--- src/hw/rtl/ldf_pkg.sv ---
// Shared types and constants for the line / length-prefixed deframer.
// No dependencies; every file of the block but the two channel interfaces imports this package.
package ldf_pkg;

  // Register widths and indexes on the configuration port
  localparam int CfgIdxW = 2;
  localparam int CfgDataW = 24;
  localparam logic [CfgIdxW-1:0] CFG_FRAME_MODE = 2'd0;
  localparam logic [CfgIdxW-1:0] CFG_MAX_PAYLOAD = 2'd1;
  localparam logic [CfgIdxW-1:0] CFG_MAX_LINE = 2'd2;

  // Reset values of the registers
  localparam logic RST_FRAME_MODE = 1'b1;
  localparam logic [23:0] RST_MAX_PAYLOAD = 24'd65536;
  localparam logic [15:0] RST_MAX_LINE = 16'd4096;

  // Frame modes
  localparam logic MODE_LINE = 1'b0;
  localparam logic MODE_PACKET = 1'b1;

  // Byte codes
  localparam logic [7:0] LF_CODE = 8'h0A;
  localparam logic [7:0] CR_CODE = 8'h0D;

  // Length header size and last header byte index
  localparam int HeaderBytes = 4;
  localparam logic [1:0] HDR_LAST = 2'(HeaderBytes - 1);

  // Result status codes
  localparam logic [1:0] STAT_OK = 2'd0;
  localparam logic [1:0] STAT_BAD_LEN = 2'd1;
  localparam logic [1:0] STAT_LINE_LONG = 2'd2;

  // Result queue geometry
  localparam int QDepth = 4;
  localparam int QAw = $clog2(QDepth);

  // One result item
  typedef struct packed {
    logic [7:0] out_byte;
    logic       byte_valid;
    logic       frame_end;
    logic [1:0] status;
  } result_t;

  // Up to two results pushed by the front end in one cycle
  typedef struct packed {
    logic [1:0] n;
    result_t    r0;
    result_t    r1;
  } push_t;

  // Queue status seen by both ends
  typedef struct packed {
    logic         empty;
    logic [QAw:0] count;
  } q_stat_t;

endpackage

--- src/hw/rtl/ldf_in_if.sv ---
// Input channel of the deframer: valid/ready plus one received byte.
// Depends on nothing.
interface ldf_in_if;
  logic       valid;
  logic       ready;
  logic [7:0] rx_byte;
  logic       new_connection;

  modport source (output valid, output rx_byte, output new_connection, input ready);
  modport sink (input valid, input rx_byte, input new_connection, output ready);
endinterface

--- src/hw/rtl/ldf_out_if.sv ---
// Result channel of the deframer: valid/ready plus one result item.
// Depends on nothing.
interface ldf_out_if;
  logic       valid;
  logic       ready;
  logic [7:0] out_byte;
  logic       byte_valid;
  logic       frame_end;
  logic [1:0] status;

  modport source (output valid, output out_byte, output byte_valid, output frame_end,
                  output status, input ready);
  modport sink (input valid, input out_byte, input byte_valid, input frame_end,
                input status, output ready);
endinterface

--- src/hw/rtl/ldf_front.sv ---
// Front end: configuration registers, parser state and per-byte classification.
// Depends on ldf_pkg; pushes zero, one or two results per byte into ldf_queue.
module ldf_front (
  input  logic                    clk,
  input  logic                    rst_n,
  input  logic                    cfg_we,
  input  logic [ldf_pkg::CfgIdxW-1:0]  cfg_index,
  input  logic [ldf_pkg::CfgDataW-1:0] cfg_data,
  input  logic                    acc_en,
  input  logic [7:0]              rx_byte,
  input  logic                    new_connection,
  output ldf_pkg::push_t          push
);
  import ldf_pkg::*;

  // Configuration registers
  logic        frame_mode_r;
  logic [23:0] max_payload_r;
  logic [15:0] max_line_r;

  // Parser state
  logic [1:0]  header_count_r, header_count_nxt;
  logic [23:0] length_acc_r, length_acc_nxt;
  logic [23:0] payload_rem_r, payload_rem_nxt;
  logic        held_cr_r, held_cr_nxt;
  logic [15:0] line_length_r, line_length_nxt;
  logic        closed_r, closed_nxt;

  // Config writes
  always_ff @(posedge clk) begin
    if (!rst_n) begin
      frame_mode_r  <= RST_FRAME_MODE;
      max_payload_r <= RST_MAX_PAYLOAD;
      max_line_r    <= RST_MAX_LINE;
    end else if (cfg_we) begin
      case (cfg_index)
        CFG_FRAME_MODE:  frame_mode_r  <= cfg_data[0];
        CFG_MAX_PAYLOAD: max_payload_r <= cfg_data;
        CFG_MAX_LINE:    max_line_r    <= cfg_data[15:0];
        default: ;
      endcase
    end
  end

  // Per-byte next state and results
  always_comb begin
    result_t     res [2];
    logic [1:0]  n;
    logic [15:0] len;
    logic        err;
    logic [31:0] hdr_len;

    header_count_nxt = header_count_r;
    length_acc_nxt   = length_acc_r;
    payload_rem_nxt  = payload_rem_r;
    held_cr_nxt      = held_cr_r;
    line_length_nxt  = line_length_r;
    closed_nxt       = closed_r;
    res[0]  = '0;
    res[1]  = '0;
    n       = 2'd0;
    len     = '0;
    err     = 1'b0;
    hdr_len = '0;

    if (acc_en) begin
      // new connection wipes state before the byte is looked at
      if (new_connection) begin
        header_count_nxt = '0;
        length_acc_nxt   = '0;
        payload_rem_nxt  = '0;
        held_cr_nxt      = 1'b0;
        line_length_nxt  = '0;
        closed_nxt       = 1'b0;
      end

      if (!closed_nxt) begin
        if (frame_mode_r == MODE_LINE) begin
          if (rx_byte == LF_CODE) begin
            // end of line, no data byte
            held_cr_nxt     = 1'b0;
            line_length_nxt = '0;
            res[0]          = '{8'd0, 1'b0, 1'b1, STAT_OK};
            n               = 2'd1;
          end else begin
            len = line_length_nxt;
            // release a held CR ahead of this byte
            if (held_cr_nxt) begin
              held_cr_nxt = 1'b0;
              if (len >= max_line_r) begin
                res[0]     = '{8'd0, 1'b0, 1'b0, STAT_LINE_LONG};
                closed_nxt = 1'b1;
                err        = 1'b1;
              end else begin
                res[0] = '{CR_CODE, 1'b1, 1'b0, STAT_OK};
                len    = len + 16'd1;
              end
              n = 2'd1;
            end
            if (!err) begin
              if (rx_byte == CR_CODE) begin
                held_cr_nxt = 1'b1;
              end else begin
                if (len >= max_line_r) begin
                  res[n[0]]  = '{8'd0, 1'b0, 1'b0, STAT_LINE_LONG};
                  closed_nxt = 1'b1;
                end else begin
                  res[n[0]] = '{rx_byte, 1'b1, 1'b0, STAT_OK};
                  len       = len + 16'd1;
                end
                n = n + 2'd1;
              end
            end
            line_length_nxt = len;
          end
        end else begin
          if (payload_rem_nxt == '0) begin
            // header phase, little-endian length
            if (header_count_nxt != HDR_LAST) begin
              case (header_count_nxt)
                2'd0:    length_acc_nxt[7:0]   = rx_byte;
                2'd1:    length_acc_nxt[15:8]  = rx_byte;
                default: length_acc_nxt[23:16] = rx_byte;
              endcase
              header_count_nxt = header_count_nxt + 2'd1;
            end else begin
              hdr_len          = {rx_byte, length_acc_nxt};
              header_count_nxt = '0;
              length_acc_nxt   = '0;
              if (hdr_len == '0 || hdr_len > {8'd0, max_payload_r}) begin
                closed_nxt = 1'b1;
                res[0]     = '{8'd0, 1'b0, 1'b0, STAT_BAD_LEN};
                n          = 2'd1;
              end else begin
                payload_rem_nxt = hdr_len[23:0];
              end
            end
          end else begin
            // payload byte, mark the last one
            res[0] = '{rx_byte, 1'b1, (payload_rem_nxt == 24'd1), STAT_OK};
            payload_rem_nxt = payload_rem_nxt - 24'd1;
            n = 2'd1;
          end
        end
      end
    end

    push.n  = n;
    push.r0 = res[0];
    push.r1 = res[1];
  end

  // Parser state registers
  always_ff @(posedge clk) begin
    if (!rst_n) begin
      header_count_r <= '0;
      length_acc_r   <= '0;
      payload_rem_r  <= '0;
      held_cr_r      <= 1'b0;
      line_length_r  <= '0;
      closed_r       <= 1'b0;
    end else begin
      header_count_r <= header_count_nxt;
      length_acc_r   <= length_acc_nxt;
      payload_rem_r  <= payload_rem_nxt;
      held_cr_r      <= held_cr_nxt;
      line_length_r  <= line_length_nxt;
      closed_r       <= closed_nxt;
    end
  end

endmodule

--- src/hw/rtl/ldf_queue.sv ---
// Short result queue between front and back end; takes up to two results a cycle.
// Depends on ldf_pkg.
module ldf_queue (
  input  logic              clk,
  input  logic              rst_n,
  input  ldf_pkg::push_t    push,
  input  logic              pop,
  output ldf_pkg::result_t  head,
  output ldf_pkg::q_stat_t  stat
);
  import ldf_pkg::*;

  result_t        mem_r [QDepth];
  logic [QAw-1:0] wr_ptr_r, rd_ptr_r;
  logic [QAw:0]   count_r;
  logic [QAw-1:0] wr_ptr_p1;

  assign wr_ptr_p1 = wr_ptr_r + QAw'(1);

  // Storage: first result at the write pointer, second right after it
  always_ff @(posedge clk) begin
    if (push.n != 2'd0) begin
      mem_r[wr_ptr_r] <= push.r0;
    end
    if (push.n == 2'd2) begin
      mem_r[wr_ptr_p1] <= push.r1;
    end
  end

  // Pointers and fill count
  always_ff @(posedge clk) begin
    if (!rst_n) begin
      wr_ptr_r <= '0;
      rd_ptr_r <= '0;
      count_r  <= '0;
    end else begin
      wr_ptr_r <= wr_ptr_r + QAw'(push.n);
      rd_ptr_r <= rd_ptr_r + QAw'(pop);
      count_r  <= count_r + (QAw+1)'(push.n) - (QAw+1)'(pop);
    end
  end

  assign head       = mem_r[rd_ptr_r];
  assign stat.empty = (count_r == '0);
  assign stat.count = count_r;

endmodule

--- src/hw/rtl/ldf_back.sv ---
// Back end: moves queued results into the output register and onto the channel.
// Depends on ldf_pkg.
module ldf_back (
  input  logic             clk,
  input  logic             rst_n,
  input  ldf_pkg::result_t head,
  input  ldf_pkg::q_stat_t stat,
  output logic             pop,
  output logic             out_valid,
  input  logic             out_ready,
  output ldf_pkg::result_t out_data
);
  import ldf_pkg::*;

  logic    out_valid_r;
  result_t out_data_r;

  // Refill when the register is empty or its result is being taken
  assign pop = !stat.empty && (!out_valid_r || out_ready);

  always_ff @(posedge clk) begin
    if (!rst_n) begin
      out_valid_r <= 1'b0;
    end else if (pop) begin
      out_valid_r <= 1'b1;
    end else if (out_ready) begin
      out_valid_r <= 1'b0;
    end
  end

  always_ff @(posedge clk) begin
    if (pop) begin
      out_data_r <= head;
    end
  end

  assign out_valid = out_valid_r;
  assign out_data  = out_data_r;

endmodule

--- src/hw/rtl/line_or_length_prefixed_deframer.sv ---
// Byte-stream deframer, one received byte per request at up to one request per clock.
// Line mode emits each data byte, drops a CR right before LF and gives an end-of-line
// result on LF; packet mode reads a 4-byte little-endian length and passes the payload,
// marking the last byte. Each byte is parsed in the cycle it is taken and yields zero,
// one or two results into a four-entry queue; results leave one per clock unless
// stalled, from a registered output. A byte is taken whenever at least two queue
// entries are free, so the input stalls only when the output side falls behind (a
// released CR plus a data byte produce two results from one byte). After a bad length
// or an overlong line the stream is dropped until a request with new_connection set.
// Depends on ldf_pkg, the channel interfaces, ldf_front, ldf_queue and ldf_back.
module line_or_length_prefixed_deframer (
  input  logic                         clk,
  input  logic                         rst_n,
  input  logic                         cfg_we,
  input  logic [ldf_pkg::CfgIdxW-1:0]  cfg_index,
  input  logic [ldf_pkg::CfgDataW-1:0] cfg_data,
  ldf_in_if.sink                       in_chan,
  ldf_out_if.source                    out_chan
);
  import ldf_pkg::*;

  push_t   push;
  result_t head;
  result_t out_data;
  q_stat_t stat;
  logic    pop;
  logic    in_acc;

  // Room for the worst case of two results
  assign in_chan.ready = (stat.count <= (QAw+1)'(QDepth - 2));
  assign in_acc        = in_chan.valid && in_chan.ready;

  ldf_front u_front (
    .clk            (clk),
    .rst_n          (rst_n),
    .cfg_we         (cfg_we),
    .cfg_index      (cfg_index),
    .cfg_data       (cfg_data),
    .acc_en         (in_acc),
    .rx_byte        (in_chan.rx_byte),
    .new_connection (in_chan.new_connection),
    .push           (push)
  );

  ldf_queue u_queue (
    .clk   (clk),
    .rst_n (rst_n),
    .push  (push),
    .pop   (pop),
    .head  (head),
    .stat  (stat)
  );

  ldf_back u_back (
    .clk       (clk),
    .rst_n     (rst_n),
    .head      (head),
    .stat      (stat),
    .pop       (pop),
    .out_valid (out_chan.valid),
    .out_ready (out_chan.ready),
    .out_data  (out_data)
  );

  assign out_chan.out_byte   = out_data.out_byte;
  assign out_chan.byte_valid = out_data.byte_valid;
  assign out_chan.frame_end  = out_data.frame_end;
  assign out_chan.status     = out_data.status;

endmodule

--- src/flat_wrapper.sv ---
// flat-port wrapper written by rule: the top's interface ports become plain ports
module line_or_length_prefixed_deframer_flat import ldf_pkg::*;
  (clk, rst_n, cfg_we, cfg_index, cfg_data, in_chan_valid, in_chan_rx_byte, in_chan_new_connection, in_chan_ready, out_chan_valid, out_chan_out_byte, out_chan_byte_valid, out_chan_frame_end, out_chan_status, out_chan_ready);
  ldf_in_if in_chan_i ();
  ldf_out_if out_chan_i ();
  input  logic clk;
  input  logic rst_n;
  input  logic cfg_we;
  input  logic [ldf_pkg::CfgIdxW-1:0] cfg_index;
  input  logic [ldf_pkg::CfgDataW-1:0] cfg_data;
  input wire logic [$bits(in_chan_i.valid)-1:0] in_chan_valid;
  input wire logic [$bits(in_chan_i.rx_byte)-1:0] in_chan_rx_byte;
  input wire logic [$bits(in_chan_i.new_connection)-1:0] in_chan_new_connection;
  output wire logic [$bits(in_chan_i.ready)-1:0] in_chan_ready;
  output wire logic [$bits(out_chan_i.valid)-1:0] out_chan_valid;
  output wire logic [$bits(out_chan_i.out_byte)-1:0] out_chan_out_byte;
  output wire logic [$bits(out_chan_i.byte_valid)-1:0] out_chan_byte_valid;
  output wire logic [$bits(out_chan_i.frame_end)-1:0] out_chan_frame_end;
  output wire logic [$bits(out_chan_i.status)-1:0] out_chan_status;
  input wire logic [$bits(out_chan_i.ready)-1:0] out_chan_ready;
  assign in_chan_i.valid = in_chan_valid;
  assign in_chan_i.rx_byte = in_chan_rx_byte;
  assign in_chan_i.new_connection = in_chan_new_connection;
  assign in_chan_ready = in_chan_i.ready;
  assign out_chan_valid = out_chan_i.valid;
  assign out_chan_out_byte = out_chan_i.out_byte;
  assign out_chan_byte_valid = out_chan_i.byte_valid;
  assign out_chan_frame_end = out_chan_i.frame_end;
  assign out_chan_status = out_chan_i.status;
  assign out_chan_i.ready = out_chan_ready;
  line_or_length_prefixed_deframer u_core (.clk(clk), .rst_n(rst_n), .cfg_we(cfg_we), .cfg_index(cfg_index), .cfg_data(cfg_data), .in_chan(in_chan_i), .out_chan(out_chan_i));
endmodule
--- config.mk ---
export PLATFORM = sky130hd
export DESIGN_NAME = line_or_length_prefixed_deframer_flat
export DESIGN_NICKNAME = d
export VERILOG_FILES = /design/src/hw/rtl/ldf_pkg.sv /design/src/hw/rtl/ldf_in_if.sv /design/src/hw/rtl/ldf_out_if.sv /design/src/hw/rtl/ldf_front.sv /design/src/hw/rtl/ldf_queue.sv /design/src/hw/rtl/ldf_back.sv /design/src/hw/rtl/line_or_length_prefixed_deframer.sv /design/src/flat_wrapper.sv
export SDC_FILE = /design/constraint.sdc
export NUM_CORES = 1
export LEC_CHECK = 0
export BUFFER_PORTS_ARGS = -buffer_cell sky130_fd_sc_hd__buf_4
export CAP_MARGIN = 15
export CORE_MARGIN = 2
export CORE_UTILIZATION = 60
export CTS_CLUSTER_DIAMETER = 80
export DETAILED_ROUTE_END_ITERATION = 8
export GPL_TIMING_DRIVEN = 1
export PLACE_DENSITY = 0.78
export SETUP_SLACK_MARGIN = 0.02
export SYNTH_ARGS = -nofsm -noshare
export SYNTH_HDL_FRONTEND = slang
export SYNTH_SLANG_ARGS = --single-unit
--- constraint.sdc ---
create_clock -name clk -period 14.92 [get_ports clk]
set_input_delay 2.238 -clock clk [delete_from_list [all_inputs] [get_ports clk]]
set_output_delay 2.238 -clock clk [all_outputs]
set_load 0.01 [all_outputs]
==> impl_results.md, run 1 <==
* Status: finished clean
* Slew HR at 24.70%
* First-pass GRT wire length at 45820 µm
* Die ar. at 19430 µm²
* DRC at 0
* Initial antenna violation count at 0
* Final slew viol count at 0
* Post-DRT Antenna Nets at 0
* Initial DRC count at 960
* HP Start: u_core.u_front.max_line_r[7]
* Worst slew pin tran at 1125 ps
* Post-Syn Instances at 1249
* Worst-case clock buffer depth at 2
* Worst skew pair latency at 440 ps
* DP Wirelength at 19990 µm
* Root buffer cell: clkbuf_16
* I/O Pins at 54
* Nature of the critical path endpoint: register
* Crit path DAT at 8250 ps
* Max frequency at 126.8 MHz
* P_leak at 4.953 nW
* Vias in the first global route at 8965
* Clk sinks at 177
* Final setup TNS at 0 ps
* Largest net degree at the start of global routing at 78
* H-tree depth at 4
* CTS tree: built
* Post-synth EDFFs at 60
* CTS clock-pin slew for the worst setup and hold paths at 80 ps
* Minimum clock period at 7885 ps
* Post-synth cell types at 74
* Sequential fraction of the synthesis area at 37.68%
* Total Wirelength at 27940 µm
* Worst-path maximum fanout at 77
* Die height at 139.4 µm
* Initial Util at 61.22%
* Postcts setup bufs at 0
* Vias/cell at 6.204
* Post-route cell area at 12070 µm²
* Post-DR wirelength/cell at 18.55 µm
* Syn nets at 1358
* Final GP Congestion at 0.9513
* Mapped Area at 11000 µm²
* FF-to-FF path depth at 21
* Via count at 9343
* Worst clock skew at 9.889 ps
* Hold path depth at 2
* Yosys top cell area share at 21.30%
* Final worst-path cycle share at 52.85%
* Die X at 139.4 µm
* CP startpoint: in_chan_new_connection
* Average size of a mapped cell at 8.805 µm²
* Global-route usage over all layers at 28.96%
* Top FF cell, synth: dfxtp_1
* Hold buffer count at CTS at 0
* Row count at 49
* RSZ-0062 raised after global routing: false
* CP Class: in -> reg
* Worst r2r src: u_core.u_front.line_length_r[14]
* Post-synth ARST share at 0%
* Port bufs at 53
* Final setup viols at 0
* #FFs+latches synth at 177
* Hold Crit Class: reg -> reg
* Worst Path Required at 15290 ps
* Final #Nets at 1373
* Core Area at 17960 µm²
* CTS buffer count at 17
* Max VDD drop at 0.0001077 V
* TritonRoute pass-1 iters at 5
* Inserted Diodes at 0
* Post-DP Area at 11480 µm²
* Power per standard cell area at 160.0 nW/µm²
* Final Hold Viols at 0
* Worst Setup Start Kind: input port
* Post-CTS sizing at 0
* Count of warnings emitted by yosys at 0
* GRT Residual Overflow at 0
* Synth area leaders: dfxtp_1 (21%), edfxtp_1 (16%), ha_1 (7.7%)
* Syn-to-layout area delta at 9.739%
* Max Cap Viol at 0
* Yosys top cell by area: dfxtp_1
* Share of post-route cells with drive strength above 1 at 10.49%
area by class of cell:
cell class                 count  area [µm²]
clock buffer                  18       439.2
clock inverter                14       147.6
fill                        1491        5894
inverter                      66       247.7
multi-input combinational    937        6316
sequential                   177        4144
tap                          229       286.5
timing repair buffer          65       488.0
path summary, 6_finish.rpt:
| kind | slack [ps] | endpoint |
|---|---|---|
| setup / recovery | 7040 | u_core.u_front.line_length_r[8] |
| hold reg to reg | 460 | u_core.u_front.max_line_r[7] |
| hold / removal | 460 | u_core.u_front.max_line_r[7] |
| setup reg to reg | 9160 | u_core.u_front.line_length_r[8] |
layout by cell type (no fill, tap or decap), drive strengths merged, types with 4 or more instances in the layout:
| cell | count |
|---|---|
| nand2 | 188 |
| dfxtp | 117 |
| inv | 73 |
| o21ai | 71 |
| ha | 68 |
| nor2b | 67 |
| buf | 65 |
| edfxtp | 60 |
| a21oi | 56 |
| mux2i | 53 |
| nor2 | 51 |
| a21boi | 45 |
| nor3 | 35 |
| and2 | 33 |
| a22oi | 22 |
| a21o | 21 |
| nand3 | 21 |
| xnor2 | 21 |
| clkbuf | 18 |
| xor2 | 17 |
| nand4 | 17 |
| nor4 | 14 |
| a31oi | 12 |
| mux4 | 12 |
| o211ai | 9 |
| o31ai | 9 |
| nand2b | 8 |
| and3 | 8 |
| nor3b | 5 |
| a211oi | 5 |
| or3 | 4 |
| or2 | 4 |
| o211a | 4 |
| a31o | 4 |
| o41ai | 4 |
| o21a | 4 |
| clkinv | 4 |
critical path: stages:
cell and delay (ps):
buf_4 140, buf_4 620, nand2b_1 240, inv_1 90, ha_1 300, a21o_1 200
a2111o_1 380, o211ai_1 140, a21oi_1 100, buf_4 210, nor4_2 420, nand3_1 150
xnor2_1 210, ha_1 250, a21o_1 160, a211oi_1 320, nand2_1 90, a31oi_1 240
a22o_1 220, o211ai_1 140, nor4_1 760, a21oi_1 140, or3_1 320, a31oi_1 160
metrics by stage:
stage	total power [mW]	std cells	setup slack, ps	util (%)	hold slack (ps)
final	1.932	1506	7035	67.19	464.5
after floorplan	1.273	1249	7660	-	430.9
after global routing	2.048	1506	6637	67.19	487.9
after global placement	1.446	1474	6912	63.92	452.0
after CTS	1.920	1506	7185	67.19	467.9
after detailed placement	1.465	1474	6753	63.92	455.7
layer usage:
metal | track usage [%] | vias to the layer above | part of all wire [%]
met1 | 40.36 | 4423 | 45
li1 | - | 4486 | -
met2 | 46.28 | 376 | 46
met5 | 0 | - | 0
met3 | 5.368 | 58 | 6.7
met4 | 8.453 | 0 | 1.9
kinds of logic (layout without fill, tap and decap cells):
group	after synthesis	after routing	synth area share (%)
AO/OA/AOI/OAI	292	292	17.44
flip-flops	177	177	37.68
buffers and inverters	135	163	4.938
AND/OR/NAND/NOR	470	470	21.41
multiplexers	68	68	7.588
XOR/XNOR	38	38	3.026
adder cells (fa/ha/maj)	69	69	7.918
Yosys cell counts, types with 3 or more instances:
| master | number |
|---|---|
| nand4_1 | 17 |
| o21bai_1 | 3 |
| nand2_1 | 188 |
| o41ai_1 | 4 |
| a21oi_1 | 56 |
| a22oi_1 | 22 |
| a21o_1 | 21 |
| inv_1 | 64 |
| buf_2 | 8 |
| and4_1 | 3 |
| buf_1 | 5 |
| a31o_2 | 4 |
| a31oi_1 | 12 |
| or2_2 | 4 |
| xor2_1 | 17 |
| xnor2_1 | 21 |
| edfxtp_1 | 60 |
| o31ai_1 | 9 |
| and3_1 | 8 |
| and2_1 | 32 |
| mux2i_1 | 53 |
| nor3_1 | 35 |
| o211a_1 | 4 |
| nor4_1 | 11 |
| o211ai_1 | 9 |
| mux4_2 | 12 |
| nand3_1 | 21 |
| or3_1 | 4 |
| o21a_1 | 3 |
| ha_1 | 68 |
| o21ai_0 | 66 |
| a211oi_1 | 5 |
| nor3b_1 | 5 |
| o21ai_1 | 5 |
| buf_6 | 3 |
| mux2_2 | 3 |
| a21boi_0 | 45 |
| dfxtp_1 | 117 |
| nand2b_1 | 8 |
| nor2b_1 | 67 |
| clkbuf_1 | 52 |
| nor2_1 | 51 |
power by group:
| part | switching [mW] | total [mW] | leakage, nW | internal [mW] |
|---|---|---|---|---|
| logic | 0.456 | 0.783 | 3.15 | 0.326 |
| clock network | 0.212 | 0.453 | 0.287 | 0.241 |
| registers | 0.0832 | 0.696 | 1.52 | 0.612 |
registers in the layout, indices dropped and copies added (netlist names), 3 cells and up:
| register | count |
|---|---|
| u_core.u_front.length_acc_r | 24 |
| u_core.u_front.line_length_r | 16 |
| u_core.u_front.max_line_r | 16 |
| u_core.u_queue.mem_r | 48 |
| u_core.u_back.out_data | 12 |
| u_core.u_queue.count_r | 3 |
| u_core.u_front.payload_rem_r | 24 |
| u_core.u_front.max_payload_r | 24 |
No activity file was read; power rests on OpenSTA's default activity.
==> run 2: changes to the inputs <==
CORE_UTILIZATION = 56   (was 60)
PLACE_DENSITY = 0.77   (was 0.78)
clock period = 6.4 ns   (was 14.92 ns; I/O delays follow)
==> run 2 against run 1 <==
  * Power up 130%
  * Critical endpoint is now u_core.u_front.line_length_r[13]
  * Worst hold slack better by 0.76 ps
  * Cell count is 3.1% higher
  * Clock-buffer cell count stayed put
  * Global-route usage decreased by 1.4 points
==> impl_results.md, run 2 (synthesis results as in run 1) <==
* Worst-path maximum fanout at 22
* Biggest register: u_core.u_queue.mem_r
* Worst slew pin tran at 1011 ps
* Post-DRT Antenna Nets at 0
* Core Area at 19400 µm²
* Final Util at 62.89%
* Die X at 144.1 µm
* Final slew viol count at 0
* RSZ-0062 raised after global routing: false
* Status: finished clean
* CTS buffer count at 17
* Hold Crit Class: reg -> reg
* CP bufs+invs at 2
* Worst skew pair latency at 440 ps
* Final #Nets at 1383
* Hold Worst Slack at 465.3 ps
* Final worst-path cycle share at 90.95%
* Inserted Diodes at 0
* Initial DRC count at 741
* Row count at 51
* Worst Setup Start Kind: input port
* Clk sinks at 177
* Slew HR at 32.15%
* P_leak at 5.005 nW
* Worst clock skew at 10.98 ps
* Total Wirelength at 27820 µm
* DP Wirelength at 20330 µm
* Post-DR wirelength/cell at 17.93 µm
* Share of post-route cells with drive strength above 1 at 11.11%
* Vias/cell at 5.995
* CTS clock-pin slew for the worst setup and hold paths at 70 ps
* Largest delay share family, worst path: compound AO/OA/AOI/OAI gates
* DRC at 0
* GRT Residual Overflow at 0
* Max frequency at 171.8 MHz
* Minimum clock period at 5821 ps
* First-pass GRT wire length at 44950 µm
* Cells after DPL at 1520
* Worst Path Required at 6730 ps
* Tot Pwr at 4.503 mW
* Final Worst Setup Slack at 579.2 ps
* Die ar. at 20780 µm²
* Commonest non-fill, non-tap cells in the layout: nand2_1 (188), dfxtp_1 (117), buf_4 (75)
* Number of flip-flops in the largest register at 48
* CTS tree: built
* Via count at 9304
* Initial antenna violation count at 0
* Root buffer cell: clkbuf_16
* Worst-case clock buffer depth at 2
* I/O Pins at 54
* Initial Util at 56.70%
* CP Class: in -> reg
* Largest net degree at the start of global routing at 82
* Vias in the first global route at 8818
* Crit path DAT at 6150 ps
* Syn-to-layout area delta at 10.92%
* Post-Place Worst Slack at 228.8 ps
* Global-route usage over all layers at 27.54%
* Final GP Congestion at 0.9588
* Max VDD drop at 0.0002003 V
* Postcts setup bufs at 0
* Die height at 144.1 µm
* Worst path cell trace: buf_4 -> nand2b_1 -> inv_1 -> ha_1 -> a21o_1 -> a2111o_1 -> o211ai_1 -> a21oi_1 -> nor4_2 -> nand4_1 -> xnor2_1 -> ha_1 -> a211oi_1 -> o211a_1 -> nand2_1 -> a21oi_1 -> o221ai_1 -> nor3_1 -> and4_1 -> nor3_1 -> o221a_2
* Maximum single-stage delay on the critical path at 570 ps
* Final setup TNS at 0 ps
* Post-DP Area at 11600 µm²
* Final setup viols at 0
* TritonRoute pass-1 iters at 5
* Nature of the critical path endpoint: register
* Max Cap Viol at 0
* Post-CTS sizing at 0
* Post-route cell area at 12200 µm²
* Slowest CP cell: nor3_1
* Hold buffer count at CTS at 0
* Final Hold Viols at 0
* Port bufs at 53
* Post-Layout Cell Count at 1552
* Layout filler cell count at 1693
* Commonest non-fill, non-tap cell in the layout: nand2_1
* H-tree depth at 4
* Power per standard cell area at 369.2 nW/µm²
## run 2: worst paths after layout
path | startpoint | end | slack, ps | cells past startpoint
setup / recovery | in_chan_new_connection | u_core.u_front.line_length_r[13] | 580 | 21
hold / removal | u_core.u_front.max_payload_r[11] | u_core.u_front.max_payload_r[11] | 470 | 2
setup reg to reg | u_core.u_front.line_length_r[14] | u_core.u_front.line_length_r[13] | 900 | 19
hold reg to reg | u_core.u_front.max_payload_r[11] | u_core.u_front.max_payload_r[11] | 470 | 2
## run 2: cell type report
cell class,count,area (µm²),area share [%]
well taps,265,331.6,2.718
repair buffers,75,563.0,4.615
inverters,66,247.7,2.031
clock inverters,14,167.7,1.374
flip-flops and latches,177,4144,33.97
multi-input cells,937,6316,51.77
clock buffers,18,429.2,3.518
## run 2: metal layers
metal  up-vias  wire length, µm  GRT usage [%]
met5         -                0              0
met4         0              509          8.329
met3        37             2123          5.232
met2       379            12810          44.09
met1      4385            12380          38.03
li1       4503                -              -
## run 2: worst min-delay path, delay by kind of cell (launching register included)
family	cells	cell delay, ps
flip-flops	1	310
AO/OA/AOI/OAI	1	60
AND/OR/NAND/NOR	1	50
## run 2: where the power goes
part	internal, mW	switching [mW]	leakage [nW]
clock	0.591	0.483	0.289
combinational	0.766	1.04	3.20
sequential	1.43	0.192	1.52
total	2.78	1.72	5.01
